[src/rtl/pse_pkg.sv]
`timescale 1ns / 1ps
`default_nettype none
package pse_pkg;

  localparam int STACK_DEPTH = 32;
  localparam int CNT_W       = $clog2(STACK_DEPTH + 1);
  localparam int IDX_W       = (STACK_DEPTH > 1) ? $clog2(STACK_DEPTH) : 1;
  localparam int DATA_W      = 32;

  localparam logic [3:0] DIGIT_MAX = 4'd9;

  typedef enum logic [2:0] {
    CMD_DIGIT   = 3'd0,
    CMD_ADD     = 3'd1,
    CMD_SUB     = 3'd2,
    CMD_MUL     = 3'd3,
    CMD_DIV     = 3'd4,
    CMD_END     = 3'd5,
    CMD_INVALID = 3'd6
  } cmd_e;

  typedef enum logic [2:0] {
    ST_OK            = 3'd0,
    ST_BAD_TOKEN     = 3'd1,
    ST_FEW_OPERANDS  = 3'd2,
    ST_DIV_ZERO      = 3'd3,
    ST_DEPTH_NOT_ONE = 3'd4,
    ST_OVERFLOW      = 3'd5
  } status_e;

  typedef enum logic [1:0] {
    ALU_ADD = 2'd0,
    ALU_SUB = 2'd1,
    ALU_MUL = 2'd2,
    ALU_DIV = 2'd3
  } alu_op_e;

  typedef struct packed {
    logic [2:0] cmd;
    logic [3:0] digit;
  } in_item_t;

  typedef struct packed {
    logic signed [31:0] value;
    logic [2:0]         status;
  } out_item_t;

  typedef struct packed {
    logic    start;
    alu_op_e op;
  } alu_req_t;

  typedef struct packed {
    logic              done;
    logic [DATA_W-1:0] result;
  } alu_rsp_t;

  function automatic alu_op_e cmd_to_op(logic [2:0] cmd);
    alu_op_e op;
    case (cmd)
      CMD_ADD: op = ALU_ADD;
      CMD_SUB: op = ALU_SUB;
      CMD_MUL: op = ALU_MUL;
      default: op = ALU_DIV;
    endcase
    return op;
  endfunction

endpackage
`default_nettype wire

[src/rtl/pse_stack.sv]
`timescale 1ns / 1ps
`default_nettype none
module pse_stack
  import pse_pkg::*;
(
  input  wire logic              clk_i,
  input  wire logic              we_i,
  input  wire logic [IDX_W-1:0]  waddr_i,
  input  wire logic [DATA_W-1:0] wdata_i,
  input  wire logic [IDX_W-1:0]  raddr_a_i,
  input  wire logic [IDX_W-1:0]  raddr_b_i,
  output logic      [DATA_W-1:0] rdata_a_o,
  output logic      [DATA_W-1:0] rdata_b_o
);

  logic [DATA_W-1:0] mem [STACK_DEPTH];

  // one write port, two registered read ports
  always_ff @(posedge clk_i) begin
    if (we_i) begin
      mem[waddr_i] <= wdata_i;
    end
    rdata_a_o <= mem[raddr_a_i];
    rdata_b_o <= mem[raddr_b_i];
  end

endmodule
`default_nettype wire

[src/rtl/pse_alu.sv]
`timescale 1ns / 1ps
`default_nettype none
module pse_alu
  import pse_pkg::*;
(
  input  wire logic              clk_i,
  input  wire logic              rst_ni,
  input  wire alu_req_t          req_i,
  input  wire logic [DATA_W-1:0] a_i,
  input  wire logic [DATA_W-1:0] b_i,
  output alu_rsp_t               rsp_o
);

  localparam int STEP_W = $clog2(DATA_W);

  logic              busy_q, busy_d;
  logic [STEP_W-1:0] step_q, step_d;
  logic [DATA_W-1:0] rem_q, rem_d;
  logic [DATA_W-1:0] quo_q, quo_d;
  logic [DATA_W-1:0] dmag_q, dmag_d;
  logic              neg_q, neg_d;
  logic              done_q, done_d;
  logic [DATA_W-1:0] res_q, res_d;

  logic [DATA_W:0]   trial;
  logic [DATA_W:0]   diff;
  logic [DATA_W-1:0] a_mag, b_mag;
  logic [DATA_W-1:0] prod;

  always_comb begin
    a_mag  = a_i[DATA_W-1] ? (DATA_W'(0) - a_i) : a_i;
    b_mag  = b_i[DATA_W-1] ? (DATA_W'(0) - b_i) : b_i;
    // only the low word of the product is kept
    prod   = a_i * b_i;
    trial  = {rem_q, quo_q[DATA_W-1]};
    diff   = trial - {1'b0, dmag_q};

    busy_d = busy_q;
    step_d = step_q;
    rem_d  = rem_q;
    quo_d  = quo_q;
    dmag_d = dmag_q;
    neg_d  = neg_q;
    done_d = 1'b0;
    res_d  = res_q;

    if (busy_q) begin
      // one restoring step per cycle
      if (!diff[DATA_W]) begin
        rem_d = diff[DATA_W-1:0];
      end else begin
        rem_d = trial[DATA_W-1:0];
      end
      quo_d  = {quo_q[DATA_W-2:0], ~diff[DATA_W]};
      step_d = step_q + STEP_W'(1);
      if (step_q == STEP_W'(DATA_W - 1)) begin
        busy_d = 1'b0;
        done_d = 1'b1;
        res_d  = neg_q ? (DATA_W'(0) - quo_d) : quo_d;
      end
    end else if (req_i.start) begin
      case (req_i.op)
        ALU_ADD: begin
          res_d  = b_i + a_i;
          done_d = 1'b1;
        end
        ALU_SUB: begin
          res_d  = b_i - a_i;
          done_d = 1'b1;
        end
        ALU_MUL: begin
          res_d  = prod;
          done_d = 1'b1;
        end
        default: begin
          // b / a on magnitudes, sign fixed at the end
          busy_d = 1'b1;
          step_d = '0;
          rem_d  = '0;
          quo_d  = b_mag;
          dmag_d = a_mag;
          neg_d  = a_i[DATA_W-1] ^ b_i[DATA_W-1];
        end
      endcase
    end
  end

  always_ff @(posedge clk_i or negedge rst_ni) begin
    if (!rst_ni) begin
      busy_q <= 1'b0;
      step_q <= '0;
      done_q <= 1'b0;
    end else begin
      busy_q <= busy_d;
      step_q <= step_d;
      done_q <= done_d;
    end
  end

  always_ff @(posedge clk_i) begin
    rem_q  <= rem_d;
    quo_q  <= quo_d;
    dmag_q <= dmag_d;
    neg_q  <= neg_d;
    res_q  <= res_d;
  end

  assign rsp_o.done   = done_q;
  assign rsp_o.result = res_q;

endmodule
`default_nettype wire

[src/rtl/postfix_stack_evaluator.sv]
`timescale 1ns / 1ps
`default_nettype none
// Postfix expression evaluator. Each input transfer carries one token; digits are
// pushed onto a 32-entry operand stack, operators pop two operands and push the
// result, and an end token produces one output transfer holding the final value
// (or the first error, with value zero) and then empties the stack. Digit and
// bad tokens are handled in the idle state, as are tokens ignored after an error.
// Add, subtract and multiply read the two top entries from the stack memory, pass
// them through the shared arithmetic unit in an execute state and write the result
// back in a wait state. Divide waits there while the radix-2 divider in that unit
// runs (one quotient bit a cycle). An end token waits until the output register is
// free. The input is not ready while a token is being worked on; a waiting result
// does not block digit or operator tokens.
module postfix_stack_evaluator
  import pse_pkg::*;
(
  input  wire logic      clk_i,
  input  wire logic      rst_ni,
  input  wire logic      in_valid_i,
  output logic           in_ready_o,
  input  wire in_item_t  in_data_i,
  output logic           out_valid_o,
  input  wire logic      out_ready_i,
  output out_item_t      out_data_o
);

  typedef enum logic [1:0] {
    S_IDLE,
    S_EXEC,
    S_WAIT,
    S_END
  } state_e;

  state_e            state_q;
  logic [CNT_W-1:0]  count_q;
  status_e           err_q;
  alu_op_e           op_q;
  logic              out_valid_q;
  out_item_t         out_data_q;

  logic              in_xfer;
  logic              out_free;
  logic [CNT_W-1:0]  cnt_m1, cnt_m2;
  logic              mem_we;
  logic [IDX_W-1:0]  mem_waddr;
  logic [DATA_W-1:0] mem_wdata;
  logic [DATA_W-1:0] opa, opb;
  alu_req_t          alu_req;
  alu_rsp_t          alu_rsp;
  logic              div_zero;

  assign in_ready_o  = (state_q == S_IDLE);
  assign in_xfer     = in_valid_i && in_ready_o;
  assign out_free    = !out_valid_q || out_ready_i;
  assign cnt_m1      = count_q - CNT_W'(1);
  assign cnt_m2      = count_q - CNT_W'(2);
  assign div_zero    = (op_q == ALU_DIV) && (opa == '0);

  // Top of stack is always being read, so operands are ready in the cycle
  // after the token transfer. With a depth of one, the top is entry zero.
  pse_stack u_stack (
    .clk_i     (clk_i),
    .we_i      (mem_we),
    .waddr_i   (mem_waddr),
    .wdata_i   (mem_wdata),
    .raddr_a_i (cnt_m1[IDX_W-1:0]),
    .raddr_b_i (cnt_m2[IDX_W-1:0]),
    .rdata_a_o (opa),
    .rdata_b_o (opb)
  );

  assign alu_req.start = (state_q == S_EXEC) && !div_zero;
  assign alu_req.op    = op_q;

  pse_alu u_alu (
    .clk_i  (clk_i),
    .rst_ni (rst_ni),
    .req_i  (alu_req),
    .a_i    (opa),
    .b_i    (opb),
    .rsp_o  (alu_rsp)
  );

  // Stack write: push a good digit, or replace the second entry with the result.
  always_comb begin
    mem_we    = 1'b0;
    mem_waddr = count_q[IDX_W-1:0];
    mem_wdata = DATA_W'(in_data_i.digit);
    if (state_q == S_WAIT) begin
      mem_we    = alu_rsp.done;
      mem_waddr = cnt_m2[IDX_W-1:0];
      mem_wdata = alu_rsp.result;
    end else if (in_xfer && err_q == ST_OK && in_data_i.cmd == CMD_DIGIT
                 && in_data_i.digit <= DIGIT_MAX
                 && count_q != CNT_W'(STACK_DEPTH)) begin
      mem_we = 1'b1;
    end
  end

  always_ff @(posedge clk_i or negedge rst_ni) begin
    if (!rst_ni) begin
      state_q     <= S_IDLE;
      count_q     <= '0;
      err_q       <= ST_OK;
      op_q        <= ALU_ADD;
      out_valid_q <= 1'b0;
      out_data_q  <= '0;
    end else begin
      // drop the result once the sink takes it; a finishing end token refills it
      if (out_valid_q && out_ready_i && state_q != S_END) begin
        out_valid_q <= 1'b0;
      end
      unique case (state_q)
        S_IDLE: begin
          if (in_xfer) begin
            if (in_data_i.cmd == CMD_END) begin
              state_q <= S_END;
            end else if (err_q == ST_OK) begin
              // tokens after an error are ignored until the end token
              unique case (in_data_i.cmd) inside
                CMD_DIGIT: begin
                  if (in_data_i.digit > DIGIT_MAX) begin
                    err_q <= ST_BAD_TOKEN;
                  end else if (count_q == CNT_W'(STACK_DEPTH)) begin
                    err_q <= ST_OVERFLOW;
                  end else begin
                    count_q <= count_q + CNT_W'(1);
                  end
                end
                CMD_ADD, CMD_SUB, CMD_MUL, CMD_DIV: begin
                  if (count_q < CNT_W'(2)) begin
                    err_q <= ST_FEW_OPERANDS;
                  end else begin
                    op_q    <= cmd_to_op(in_data_i.cmd);
                    state_q <= S_EXEC;
                  end
                end
                default: begin
                  err_q <= ST_BAD_TOKEN;
                end
              endcase
            end
          end
        end
        S_EXEC: begin
          // divide by zero leaves the stack as it is
          if (div_zero) begin
            err_q   <= ST_DIV_ZERO;
            state_q <= S_IDLE;
          end else begin
            state_q <= S_WAIT;
          end
        end
        S_WAIT: begin
          if (alu_rsp.done) begin
            count_q <= cnt_m1;
            state_q <= S_IDLE;
          end
        end
        S_END: begin
          // hold until the output register is free
          if (out_free) begin
            out_valid_q <= 1'b1;
            if (err_q != ST_OK) begin
              out_data_q.status <= err_q;
              out_data_q.value  <= '0;
            end else if (count_q == CNT_W'(1)) begin
              out_data_q.status <= ST_OK;
              out_data_q.value  <= opa;
            end else begin
              out_data_q.status <= ST_DEPTH_NOT_ONE;
              out_data_q.value  <= '0;
            end
            count_q <= '0;
            err_q   <= ST_OK;
            state_q <= S_IDLE;
          end else if (out_valid_q && out_ready_i) begin
            out_valid_q <= 1'b0;
          end
        end
        default: begin
          state_q <= S_IDLE;
        end
      endcase
    end
  end

  assign out_valid_o = out_valid_q;
  assign out_data_o  = out_data_q;

  // Stack never holds more than its depth.
  a_count_bound: assert property (@(posedge clk_i) disable iff (!rst_ni)
    count_q <= CNT_W'(STACK_DEPTH))
    else $error("operand count above stack depth");

  // The arithmetic unit only answers while the sequencer waits for it.
  a_done_in_wait: assert property (@(posedge clk_i) disable iff (!rst_ni)
    alu_rsp.done |-> state_q == S_WAIT)
    else $error("arithmetic result outside wait state");

  // No stack write once an error is latched.
  a_no_write_on_err: assert property (@(posedge clk_i) disable iff (!rst_ni)
    mem_we |-> err_q == ST_OK)
    else $error("stack written after error");

  // Ending an expression empties the stack and clears the error.
  a_end_clears: assert property (@(posedge clk_i) disable iff (!rst_ni)
    (state_q == S_END && out_free) |=> count_q == '0 && err_q == ST_OK && out_valid_q)
    else $error("end token did not reset evaluator state");

endmodule
`default_nettype wire
[config.mk]
export PLATFORM = sky130hd
export DESIGN_NAME = postfix_stack_evaluator
export DESIGN_NICKNAME = d
export VERILOG_FILES = /design/src/rtl/pse_pkg.sv /design/src/rtl/pse_stack.sv /design/src/rtl/pse_alu.sv /design/src/rtl/postfix_stack_evaluator.sv
export SDC_FILE = /design/constraint.sdc
export NUM_CORES = 2
export LEC_CHECK = 0
export BUFFER_PORTS_ARGS = -buffer_cell sky130_fd_sc_hd__buf_2
export CAP_MARGIN = 40
export CORE_ASPECT_RATIO = 1.4
export CORE_MARGIN = 3
export CORE_UTILIZATION = 60
export CTS_BUF_LIST = sky130_fd_sc_hd__clkbuf_16
export DETAILED_ROUTE_END_ITERATION = 10
export PLACE_DENSITY = 0.76
export RECOVER_POWER = 100
export SKIP_LAST_GASP = 1
export SLEW_MARGIN = 40
export SYNTH_ARGS = -nofsm -noshare
export SYNTH_HDL_FRONTEND = slang
export SYNTH_HIERARCHICAL = 1
export SYNTH_SLANG_ARGS = --single-unit
[constraint.sdc]
create_clock -name clk_i -period 17.04 [get_ports clk_i]
set_input_delay 3.408 -clock clk_i [delete_from_list [all_inputs] [get_ports clk_i]]
set_output_delay 3.408 -clock clk_i [all_outputs]
set_load 0.05 [all_outputs]
==> qor.yml <==
clkSinkCount: 1273
syn_area_sq_mm: 0.0800
ys_top_cells_by_area: "edfxtp_1, mux2i_1, fa_1"
clkSlewWorstSetupHoldPaths_ns: 0.07
synth_warnings: 6
end_kind: "register"
drc: 0
tightest_slew_ns: 4.55
grt_pass1_wl_um: 372000
synth_async_sr_flop_share_pct: 4.40
yosys.area.top_type: "edfxtp_1"
synth_flop_cell: "edfxtp_1"
relSlewSlack_pct: -204
final_nets: 7257
ys_types: 93
hpwl_um: 155000
cts_tree: "yes"
dpl_worst_slack_ns: 9.08
worstPathRequired_ns: 17.59
synthCells: 6776
dr.pass1.iters: 6
hold_viol_final: 0
gp_congestion: 0.969
coreArea_sq_mm: 0.132
min_period_over_period_pct: 71.5
hp-class: "register to register"
wl_per_cell_um: 30.0
slowest_stage: "clkbuf_1"
cp-start-kind: "register"
r2r_slack_ns: 4.85
vias: 57600
die_area_sq_mm: 0.138
post_cts_buffers: 0
min_period_ns: 12.19
cts_made_buffers: 118
cts_repair_resize_count: 0
track_usage_pct: 36.6
timing.fmax_ghz: 0.0821
slew_viol_final: 2286
r2r_cells: 11
cp_cell_sequence: "clkinvlp_2, ha_1, inv_1, nor2b_1, clkbuf_1, clkbuf_1, buf_4, a22o_1, nor3_1, a31oi_1, nand3_1"
grt.overflow.total: 0
grt_pass1_vias: 59300
postCtsHoldBufs: 0
syn_avg_cell_area_sq_um: 11.8
synth_top_cell_area_share_pct: 43.3
finalClockSkew_ns: 0.0783
routed_wl_um: 255000
h-tree-depth: 3
crit_top_cell: "clkbuf_1"
die_h_um: 438
synth_fp_nets: 7395
viasPerCell: 6.78
port_buffers: 47
status: "finished with violations"
rsz0062_at_grt: "false"
grt_max_degree: 122
arrival_ns: 12.73
rows: 157
max_stage_delay_ns: 2.71
whs_path_depth: 1
violations: "max-capacitance violations, max-slew violations"
die_w_um: 315
layout_setup_ws_ns: 4.85
ant_nets: 0
crit_path_max_fanout: 56
cts-root-buf: "clkbuf_16"
drtIter0Drc: 6391
area_growth_syn_to_layout_pct: 6.57
drive_above_1_share_pct: 5.44
ys_seq_area_share_pct: 46.7
start_util_pct: 60.7
cap_violations: 76
clkLatencyLatePin_ns: 0.80
cts_buffer_depth: 3
nFillCells: 9948
setup_tns_ns: 0
worstSetupPathType: "register to register"
synth_seq_cells: 1273
synth_edf_count: 1153
ioPinCount: 48
setup_viol: 0
antenna_found_initial: 15
worst paths after layout:
kind	start	endpoint
min in group asynchronous	rst_ni	op_q[1]
setup reg to reg	count_q[1]	u_stack/rdata_b_o[27]
setup / recovery	count_q[1]	u_stack/rdata_b_o[27]
hold / removal	u_alu/step_q[3]	u_alu/step_q[3]
max in group asynchronous	rst_ni	state_q[1]
hold reg to reg	u_alu/step_q[3]	u_alu/step_q[3]
kinds of logic (layout without fill, tap and decap cells):
| family | Yosys count | after routing | share of synthesized area (%) |
|---|---|---|---|
| multiplexers | 1042 | 1042 | 13.1 |
| AO/OA/AOI/OAI | 1096 | 1096 | 9.25 |
| adder cells (fa/ha/maj) | 608 | 608 | 13.4 |
| flip-flops | 1273 | 1273 | 46.7 |
| AND/OR/NAND/NOR | 1609 | 1609 | 9.91 |
| other | 0 | 3 | 0 |
| buffers and inverters | 897 | 865 | 4.98 |
| XOR/XNOR | 251 | 251 | 2.77 |
placed cells by master, fill, tap and decap left out, types with 57 or more instances in the layout:
cell type / count
a21oi_1: 300
a22o_1: 162
a22oi_1: 196
a31oi_1: 78
and2_1: 305
buf_4: 83
clkbuf_1: 89
clkbuf_16: 119
dfxtp_1: 57
edfxtp_1: 1153
fa_1: 410
ha_1: 198
inv_1: 465
mux2i_1: 1037
nand2_1: 596
nand3_1: 236
nor2_1: 121
nor3_1: 109
o21ai_0: 111
xnor2_1: 136
xor2_1: 113
registers in the layout, summed over array words and instances, names as in the netlist:
register	count
count_q	6
err_q	3
op_q	2
out_data_o	35
out_valid_o	1
state_q	2
u_alu/busy_q	1
u_alu/dmag_q	32
u_alu/done_q	1
u_alu/neg_q	1
u_alu/quo_q	32
u_alu/rem_q	32
u_alu/res_q	32
u_alu/step_q	5
u_stack/mem	1024
u_stack/rdata_a_o	32
u_stack/rdata_b_o	32
critical path: cells and delay by family, from the launching register on:
kind | cells | cell delay [ns]
flops | 1 | 0.42
fa+ha+maj | 1 | 1.30
simple gates | 3 | 1.54
compound gates | 2 | 0.44
buf+inv | 5 | 8.19
cell usage after synthesis, drive strengths merged (6+ instances only):
library cell     n
nand3          237
o41ai           19
or2              9
clkbuf         270
mux2i         1037
inv            442
or3             31
a211oi          29
dfrtp           56
xnor2          137
edfxtp        1153
nand2b          31
a21o            32
o211ai          13
a22o           162
fa             410
o21ai          126
a2111oi          7
and2           337
dfxtp           64
a21boi          12
o31ai           43
nor2           147
nand2          599
buf            184
or3b             6
and3             9
o21bai           6
a22oi          196
nor2b           24
o21a            21
a31oi           78
ha             198
xor2           113
nand4           14
a31o             7
nor3           109
nor4            18
nand3b          10
or4             10
a21oi          300
routing by layer:
layer  wire [um]  global-route usage, %
met1       84900                   42.4
met2      120000                   59.6
met3       27700                   7.95
met4       22100                   27.5
met5          75                      0
final cells by class:
type / instances / area [sq um] / area share [%]
diodes: 3 / 7.51 / 0.00881
clock buffers: 119 / 2980 / 3.49
clock inverters: 107 / 873 / 1.02
inverters: 443 / 1680 / 1.97
multi-input cells: 4606 / 38900 / 45.6
flip-flops and latches: 1273 / 37300 / 43.8
well taps: 1749 / 2190 / 2.57
repair buffers: 196 / 1270 / 1.50
through the flow:
step / cells / hold WS, ns / util, % / area (sq um)
2_1_floorplan: 6776 / 0.451 / - / 80000
3_3_place_gp: 8261 / 0.463 / 62.0 / 81600
3_5_place_dp: 8264 / 0.480 / 62.1 / 81800
4_1_cts: 8490 / 0.492 / 65.0 / 85600
5_1_grt: 8494 / 0.532 / 64.7 / 85200
6_report: 8496 / 0.490 / 64.7 / 85200
Power is left out: the tool's default activity adds up to more than one toggle a clock period on the data nets, which glitch-free logic cannot reach.
